$ cat config.mk
export PLATFORM = sky130hd
export DESIGN_NAME = bdp_divider
export DESIGN_NICKNAME = d
export VERILOG_FILES = /design/src/sv/blocked_diagonal_partitioner_top_assert.svh /design/src/sv/bdp_pkg.sv /design/src/sv/bdp_divider.sv
export SDC_FILE = /design/constraint.sdc
export NUM_CORES = 1
export LEC_CHECK = 0
export ABC_AREA = 1
export BUFFER_PORTS_ARGS = -buffer_cell sky130_fd_sc_hd__buf_4
export CORE_MARGIN = 1.5
export CORE_UTILIZATION = 52
export DETAILED_ROUTE_END_ITERATION = 16
export PLACE_DENSITY = 0.79
export SLEW_MARGIN = 10
export SYNTH_ARGS = -nofsm -noshare
export SYNTH_HDL_FRONTEND = slang
export SYNTH_SLANG_ARGS = --single-unit
$ cat constraint.sdc
create_clock -name i_clk -period 2.15 [get_ports i_clk]
set_input_delay 0.215 -clock i_clk [delete_from_list [all_inputs] [get_ports i_clk]]
set_output_delay 0.215 -clock i_clk [all_outputs]
set_load 0.02 [all_outputs]
$ cat src/sv/blocked_diagonal_partitioner_top_assert.svh
// ----------------------------------------------------------------------------
// blocked diagonal partitioner assertion macros
// shared property forms for the concurrent checks of the block
// ----------------------------------------------------------------------------
`ifndef BLOCKED_DIAGONAL_PARTITIONER_TOP_ASSERT_SVH
`define BLOCKED_DIAGONAL_PARTITIONER_TOP_ASSERT_SVH

// same-cycle implication
`define BDP_ASSERT_IMP(label, clk, rst_n, ante, cons, msg) \
    label: assert property (@(posedge clk) disable iff (!rst_n) (ante) |-> (cons)) \
        else $error(msg);

// next-cycle implication
`define BDP_ASSERT_NXT(label, clk, rst_n, ante, cons, msg) \
    label: assert property (@(posedge clk) disable iff (!rst_n) (ante) |=> (cons)) \
        else $error(msg);

`endif

$ cat src/sv/bdp_pkg.sv
// ----------------------------------------------------------------------------
// bdp_pkg
// sizes, codes and item types of the blocked diagonal partitioner
// ----------------------------------------------------------------------------
package bdp_pkg;

    localparam int MAX_BLOCKS        = 64;
    localparam int OFFSETS_PER_BLOCK = 16;
    localparam int INDEX_BITS        = 16;

    localparam int BLK_W   = $clog2(MAX_BLOCKS);
    localparam int SLOT_W  = $clog2(OFFSETS_PER_BLOCK);
    localparam int FILL_W  = $clog2(OFFSETS_PER_BLOCK + 1);
    localparam int SADDR_W = BLK_W + SLOT_W;
    localparam int KEY_W   = INDEX_BITS + 1;
    localparam int TALLY_W = 16;
    localparam int BW_W    = 7;
    localparam int LANE_W  = 6;
    localparam int MIN_W   = 16;
    localparam int CC_W    = 17;
    localparam int TOTAL_W = 17;
    localparam int SUM_W   = $clog2(MAX_BLOCKS * OFFSETS_PER_BLOCK * 64 + 1);
    localparam int CFG_W   = 17;
    localparam int CIDX_W  = 2;

    localparam logic [TOTAL_W-1:0] TOTAL_MAX = '1;
    localparam logic [BW_W-1:0]    BW_MAX    = BW_W'(64);
    localparam logic [CC_W-1:0]    CC_MAX    = CC_W'(65536);

    localparam logic [1:0] MODE_LOAD  = 2'd0;
    localparam logic [1:0] MODE_PLACE = 2'd1;
    localparam logic [1:0] MODE_CLEAR = 2'd2;
    localparam logic [1:0] MODE_NOP   = 2'd3;

    localparam logic [CIDX_W-1:0] CFG_BLOCK_WIDTH  = 2'd0;
    localparam logic [CIDX_W-1:0] CFG_MIN_COUNT    = 2'd1;
    localparam logic [CIDX_W-1:0] CFG_COLUMN_COUNT = 2'd2;

    typedef struct packed {
        logic [1:0]            mode;
        logic [INDEX_BITS-1:0] row_index;
        logic [INDEX_BITS-1:0] col_index;
        logic [31:0]           entry_value;
    } t_in_item;

    typedef struct packed {
        logic                  to_fallback;
        logic [INDEX_BITS-1:0] storage_index;
        logic [15:0]           block_number;
        logic [3:0]            offset_rank;
        logic [LANE_W-1:0]     lane_number;
        logic [31:0]           value_out;
        logic [TALLY_W-1:0]    pair_count;
        logic                  table_overflow;
        logic [TOTAL_W-1:0]    storage_total;
    } t_out_item;

    typedef struct packed {
        logic               rd;
        logic               wr;
        logic [SADDR_W-1:0] addr;
        logic [KEY_W-1:0]   wkey;
        logic [TALLY_W-1:0] wtally;
    } t_slot_req;

    typedef struct packed {
        logic              rd;
        logic              wr;
        logic              clr;
        logic [BLK_W-1:0]  addr;
        logic [FILL_W-1:0] wdata;
    } t_fill_req;

    function automatic logic [TOTAL_W-1:0] sat_total(input logic [SUM_W-1:0] s);
        logic [TOTAL_W-1:0] r;
        if (SUM_W > TOTAL_W && s > SUM_W'(TOTAL_MAX)) begin
            r = TOTAL_MAX;
        end else begin
            r = TOTAL_W'(s);
        end
        return r;
    endfunction

endpackage

$ cat src/sv/bdp_divider.sv
// ----------------------------------------------------------------------------
// bdp_divider
// restoring divider, one quotient bit a cycle: column into block and lane
// ----------------------------------------------------------------------------
module bdp_divider (
    input  logic                             i_clk,
    input  logic                             i_rst_n,
    input  logic                             i_start,
    input  logic [bdp_pkg::INDEX_BITS-1:0]   i_dividend,
    input  logic [bdp_pkg::BW_W-1:0]         i_divisor,
    output logic                             o_done,
    output logic [bdp_pkg::INDEX_BITS-1:0]   o_quot,
    output logic [bdp_pkg::LANE_W-1:0]       o_rem
);
    localparam int CNT_W = $clog2(bdp_pkg::INDEX_BITS);

    logic                           r_busy;
    logic                           r_done;
    logic [CNT_W-1:0]               r_cnt;
    logic [bdp_pkg::INDEX_BITS-1:0] r_q;
    logic [bdp_pkg::LANE_W-1:0]     r_rem;
    logic [bdp_pkg::BW_W-1:0]       r_d;
    logic [bdp_pkg::BW_W-1:0]       w_sh;
    logic                           w_ge;

    assign w_sh = {r_rem, r_q[bdp_pkg::INDEX_BITS-1]};
    assign w_ge = (w_sh >= r_d);

    always_ff @(posedge i_clk) begin
        if (!i_rst_n) begin
            r_busy <= 1'b0;
            r_done <= 1'b0;
            r_cnt  <= '0;
        end else begin
            r_done <= 1'b0;
            if (i_start) begin
                r_busy <= 1'b1;
                r_cnt  <= '0;
            end else if (r_busy) begin
                r_cnt <= r_cnt + 1'b1;
                if (r_cnt == CNT_W'(bdp_pkg::INDEX_BITS - 1)) begin
                    r_busy <= 1'b0;
                    r_done <= 1'b1;
                end
            end
        end
    end

    always_ff @(posedge i_clk) begin
        if (i_start) begin
            r_q   <= i_dividend;
            r_rem <= '0;
            r_d   <= i_divisor;
        end else if (r_busy) begin
            r_q <= {r_q[bdp_pkg::INDEX_BITS-2:0], w_ge};
            // remainder stays below the divisor, so it fits the lane width
            r_rem <= w_ge ? bdp_pkg::LANE_W'(w_sh - r_d) : bdp_pkg::LANE_W'(w_sh);
        end
    end

    assign o_done = r_done;
    assign o_quot = r_q;
    assign o_rem  = r_rem;
endmodule

After elaboration in Yosys (flattened, before gate mapping)
Cells that the tools add are included.

Register bits after elaboration: 35. Memories: 0. Input port bits: 26. Output and inout bits: 23. Memory bits (read-only): 0. Memory bits (writable): 0. Bits in latches: 0.

Equality and inequality tests: 1. Div/mod/pow operators: 0. Multiply operators: 0. Mux-type cells: 7. Shifts and indexed selects: 0. Add/subtract/negate cells: 2. Bitwise gates (word level): 2. Reductions and logical operators: 3. $lt $le $gt $ge: 1.

Operators by type and width (number): $mux W16 (2); $ge A7 B7 Y1 (1); $mux W6 (1); $sub A6 B6 Y6 (1); $add A4 B1 Y4 const B (1); $eq A4 B4 Y1 const B (1); $mux W1 (4); $reduce_or A3 Y1 (1); $not A1 Y1 (2); $reduce_bool A2 Y1 (1); $reduce_or A2 Y1 (1).

Depth between registers and ports, before layout
Depth after elaboration: 4. Gate-level depth with buffers: 10.

Worst setup path after synthesis
Ideal clock, no wire load.

Path type: register -> register. Start: register r_q (netlist bit o_quot[15]). End: register r_rem (netlist bit o_rem[4]). Data required time: 2037 ps. Setup slack: 476 ps. Data arrival time: 1561 ps. Stages on the path, launching flop included: 9. Path buffers: 0. Setup time: 113 ps. Cell sequence: edfxtp_1 inv_1 ha_1 fa_1 nand3b_1 nand4_1 nand3_2 nand3_1 nand2_1.

Word-level cells in the longest chain between the ends: 2. Elaborated cells between the ends (all ways): 3. Those cells by class: 1 x add/sub; 1 x order compare; 1 x mux.

Ends and longest elaborated chain: from (decl) (RTL line bdp_divider.sv:20) `logic [bdp_pkg::INDEX_BITS-1:0] r_q;`; from (signal assigned) (RTL line bdp_divider.sv:51) `r_q <= i_dividend;`; from (signal assigned) (RTL line bdp_divider.sv:55) `r_q <= {r_q[bdp_pkg::INDEX_BITS-2:0], w_ge};`; $sub A6 B6 Y6 / $ge A7 B7 Y1 (equally long branches) (RTL line bdp_divider.sv:57, bdp_divider.sv:27); $mux W6 (*) (RTL line bdp_divider.sv:57) `r_rem <= w_ge ? bdp_pkg::LANE_W'(w_sh - r_d) : bdp_pkg::LANE_W'(w_sh);`; to (signal assigned) (RTL line bdp_divider.sv:57); to (decl) (RTL line bdp_divider.sv:21) `logic [bdp_pkg::LANE_W-1:0] r_rem;`.

Mark *: on every way between the ends. The rest lies on a longest branch, timed or not. A chain may end at the register's enable or synchronous reset.

Worst setup path after layout
Start: register r_rem (netlist bit o_rem[3]). End: register r_q (netlist bit o_quot[0]) (data pin).

Word-level cells in the longest chain between the ends: 3.

Ends and longest elaborated chain: $ge A7 B7 Y1 (RTL line bdp_divider.sv:27) `assign w_ge = (w_sh >= r_d);`; $mux W16 (RTL line bdp_divider.sv:54) `end else if (r_busy) begin`; $mux W16 (RTL line bdp_divider.sv:50) `if (i_start) begin`.

Every way passes these cells. The select of a mux whose other input is x is not followed.

==> metrics.md <==
| Metric | Value |
|---|---|
| Status | `finished clean` |
| Largest net degree at the start of global routing | `28` |
| Num rows | `21` |
| Starting Density | `54.3%` |
| Main synth FF type | `edfxtp_1` |
| Sequential Power Share | `56.2%` |
| Die H | `62.3 um` |
| Ys Warns | `0` |
| DR DRC count | `0` |
| Multiplexer share of the synthesized area | `0%` |
| Worst Hold Class | `primary input to flip-flop` |
| Fin. Hold Viols | `0` |
| Number of synthesized flops with an enable pin | `23` |
| Cell internal pwr | `1.03 mW` |
| Hold buffers post-CTS | `0` |
| Port Buffers | `48` |
| Post-CTS sizing | `0` |
| Post-synthesis compound-gate area fraction | `2.74%` |
| Setup Viol. Count Final | `0` |
| Share of layout cells above drive strength 1 | `24.2%` |
| Highest Clock Rate | `0.563 GHz` |
| Setup Crit Path Kind | `flip-flop to flip-flop` |
| Total grt overflow | `0` |
| Clock Skews | `0.00812 ns` |
| PwrDens | `628 nW/um^2` |
| Total track usage | `20.4%` |
| Async SR Flop Fraction | `0%` |
| H-tree levels | `2` |
| Top-count cell post-synth | `nand2_1` |
| Max Slew Vio Count | `0` |
| Comb pwr share | `21.3%` |
| Vias in the first global route | `1448` |
| Post-synth top cells | `nand2_1 (81), inv_1 (31), edfxtp_1 (23)` |
| Post-Synth XOR/XNOR Area | `0.959%` |
| Tmin final | `1.78 ns` |
| Clk slew on worst S/H paths | `0.10 ns` |
| # nets final | `299` |
| CTS Buffer Depth | `2` |
| Clk pwr share | `22.5%` |
| CTS tree | `built` |
| Full die area | `3880 um^2` |
| Number of diodes | `0` |
| Yosys top cell area share | `37.8%` |
| CTS sink count | `35` |
| Setup TNS | `0 ns` |
| Worst-Skew Late Latency | `0.32 ns` |
| Setup crit start kind | `flip-flop` |
| DRT Pass-1 Iters | `4` |
| Worst VDD drop | `365 uV` |
| Post-synth cell types | `28` |
| Routed via count | `1502` |
| Element type at the critical path end | `flip-flop` |
| Area Overhead vs Synth | `24.9%` |
| RSZ-0062 raised after global routing | `false` |
| FF+latch count, synth | `35` |
| Simple-gate share of the synthesized area | `30.6%` |
| Area leader, netlist | `edfxtp_1` |
| First-pass GRT wire length | `6340 um` |
| Switching Fraction | `27.9%` |
| DP Wirelength | `2750 um` |
| NetSw | `0.399 mW` |
| Largest family of logic cells by synthesized area | `simple AND/OR/NAND/NOR gates` |
| Boundary Pins | `49` |
| Initial antenna violation count | `0` |
| DRT iter0 DRCs | `83` |
| DRT antenna net count | `0` |
| Mapped Cells | `211` |
| DR WL/cell | `11.5 um` |
| Core Footprint | `3360 um^2` |
| Avg Cell Area, Syn | `8.66 um^2` |
| Leak Pwr | `1.13 nW` |
| Adder and majority cell fraction of the synthesized area | `7.26%` |
| Dpl ws | `0.378 ns` |
| CP Data Required Time | `2.22 ns` |
| CP Data Arrival Time | `1.85 ns` |
| Setup Fix Bufs, Post-CTS | `0` |
| Fin worst setup slack | `0.375 ns` |
| Relative slew slack | `60.6%` |
| Placer Congestion | `0.832` |
| Max cap viols | `0` |
| Final wirelength | `3580 um` |
| Crit Path Max Fanout | `7` |
| CTS Buf Count | `5` |
| Mapped cell area | `1830 um^2` |
| Synth top area cells | `edfxtp_1 (38%), nand2_1 (17%), dfxtp_1 (13%)` |
| Die width | `62.3 um` |
| Worst-margin pin slew | `0.591 ns` |
| Vias per Instance | `4.85` |
| Tcrit/Tclk final | `82.6%` |
| Post-synthesis sequential area ratio | `51.0%` |
| Syn nets | `247` |
| Root buf cell | `clkbuf_4` |
[power by group through the flow]
| stage | Combinational, mW | Clock [mW] | Sequential [mW] |
|---|---|---|---|
| 6_report | 0.305 | 0.323 | 0.806 |
| 4_1_cts | 0.308 | 0.334 | 0.806 |
| 2_1_floorplan | 0.143 | 0 | 0.860 |
| 5_1_grt | 0.339 | 0.373 | 0.813 |
| 3_5_place_dp | 0.308 | 0 | 0.819 |
| 3_3_place_gp | 0.301 | 0 | 0.820 |
[state kept, by name, indices dropped and copies added (netlist names)]
register  flops
r_d           7
o_quot       16
r_cnt         4
r_busy        1
o_done        1
o_rem         6
[layer usage]
layer / global-route usage (%) / vias up / wire, um
met5: 0 / - / 0
met4: 6.11 / 0 / 34
met3: 7.25 / 5 / 238
met2: 34.1 / 41 / 1740
met1: 24.9 / 670 / 1570
li1: - / 786 / -
[critical path: stages (launching register included)]
cell and delay [ns]:
dfxtp_1 0.36, ha_1 0.38, nand2_1 0.09, nand2_1 0.09, a21oi_4 0.27, nand3_4 0.17
nand2_1 0.11, nand2_1 0.06
[stage by stage]
| stage | instances | cell area, um^2 | hold WS, ns | utilization, % | power (mW) |
|---|---|---|---|---|---|
| finish | 310 | 2280 | 0.0656 | 67.8 | 1.43 |
| global route | 310 | 2280 | 0.0290 | 67.8 | 1.52 |
| CTS | 310 | 2280 | 0.0516 | 67.8 | 1.45 |
| detailed placement | 302 | 2230 | 0.396 | 66.4 | 1.13 |
| global placement | 302 | 2230 | 0.394 | 66.4 | 1.12 |
| floorplan | 211 | 1830 | 0.314 | - | 1.00 |
[area by class of cell]
| class | instances | area, um^2 |
|---|---|---|
| Clock buffer | 8 | 48.8 |
| Fill cell | 297 | 1080 |
| Inverter | 33 | 124 |
| Multi-Input combinational cell | 140 | 759 |
| Sequential cell | 35 | 931 |
| Tap cell | 46 | 57.6 |
| Timing Repair Buffer | 48 | 360 |
[cells in the final DEF (no fill, tap or decap)]
cell and instances:
nand2_1 81, buf_4 48, inv_1 31, edfxtp_1 23
dfxtp_1 12, ha_1 9, nor2_1 8, nand4_1 8
nand3_1 8, clkbuf_4 5, nor3_1 4, nand2_2 3
nand3_2 3, clkbuf_1 3, nand3_4 2, xor2_1 2
a21oi_1 2, o21ai_0 2, clkinv_1 1, inv_2 1
a21oi_4 1, nor2_4 1, or2_1 1, nand3b_1 1
a211oi_1 1, a31oi_1 1, nor4_1 1, fa_1 1
[cell families after synthesis]
kind of cell	after synthesis
DFF	35
adders and majority gates	10
AOI/OAI and AO/OA	7
xor gates and xnor gates	2
and+or+nand+nor	121
buffers and inverters	36
[worst paths after layout]
check | endpoint | cells after the start | slack (ns) | startpoint
setup / recovery | o_quot[0] | 7 | 0.37 | o_rem[3]
hold reg to reg | o_done | 2 | 0.51 | r_busy
hold / removal | r_d[6] | 1 | 0.07 | i_divisor[6]
setup reg to reg | o_quot[0] | 7 | 0.37 | o_rem[3]
No activity file was read; power rests on OpenSTA's default activity.
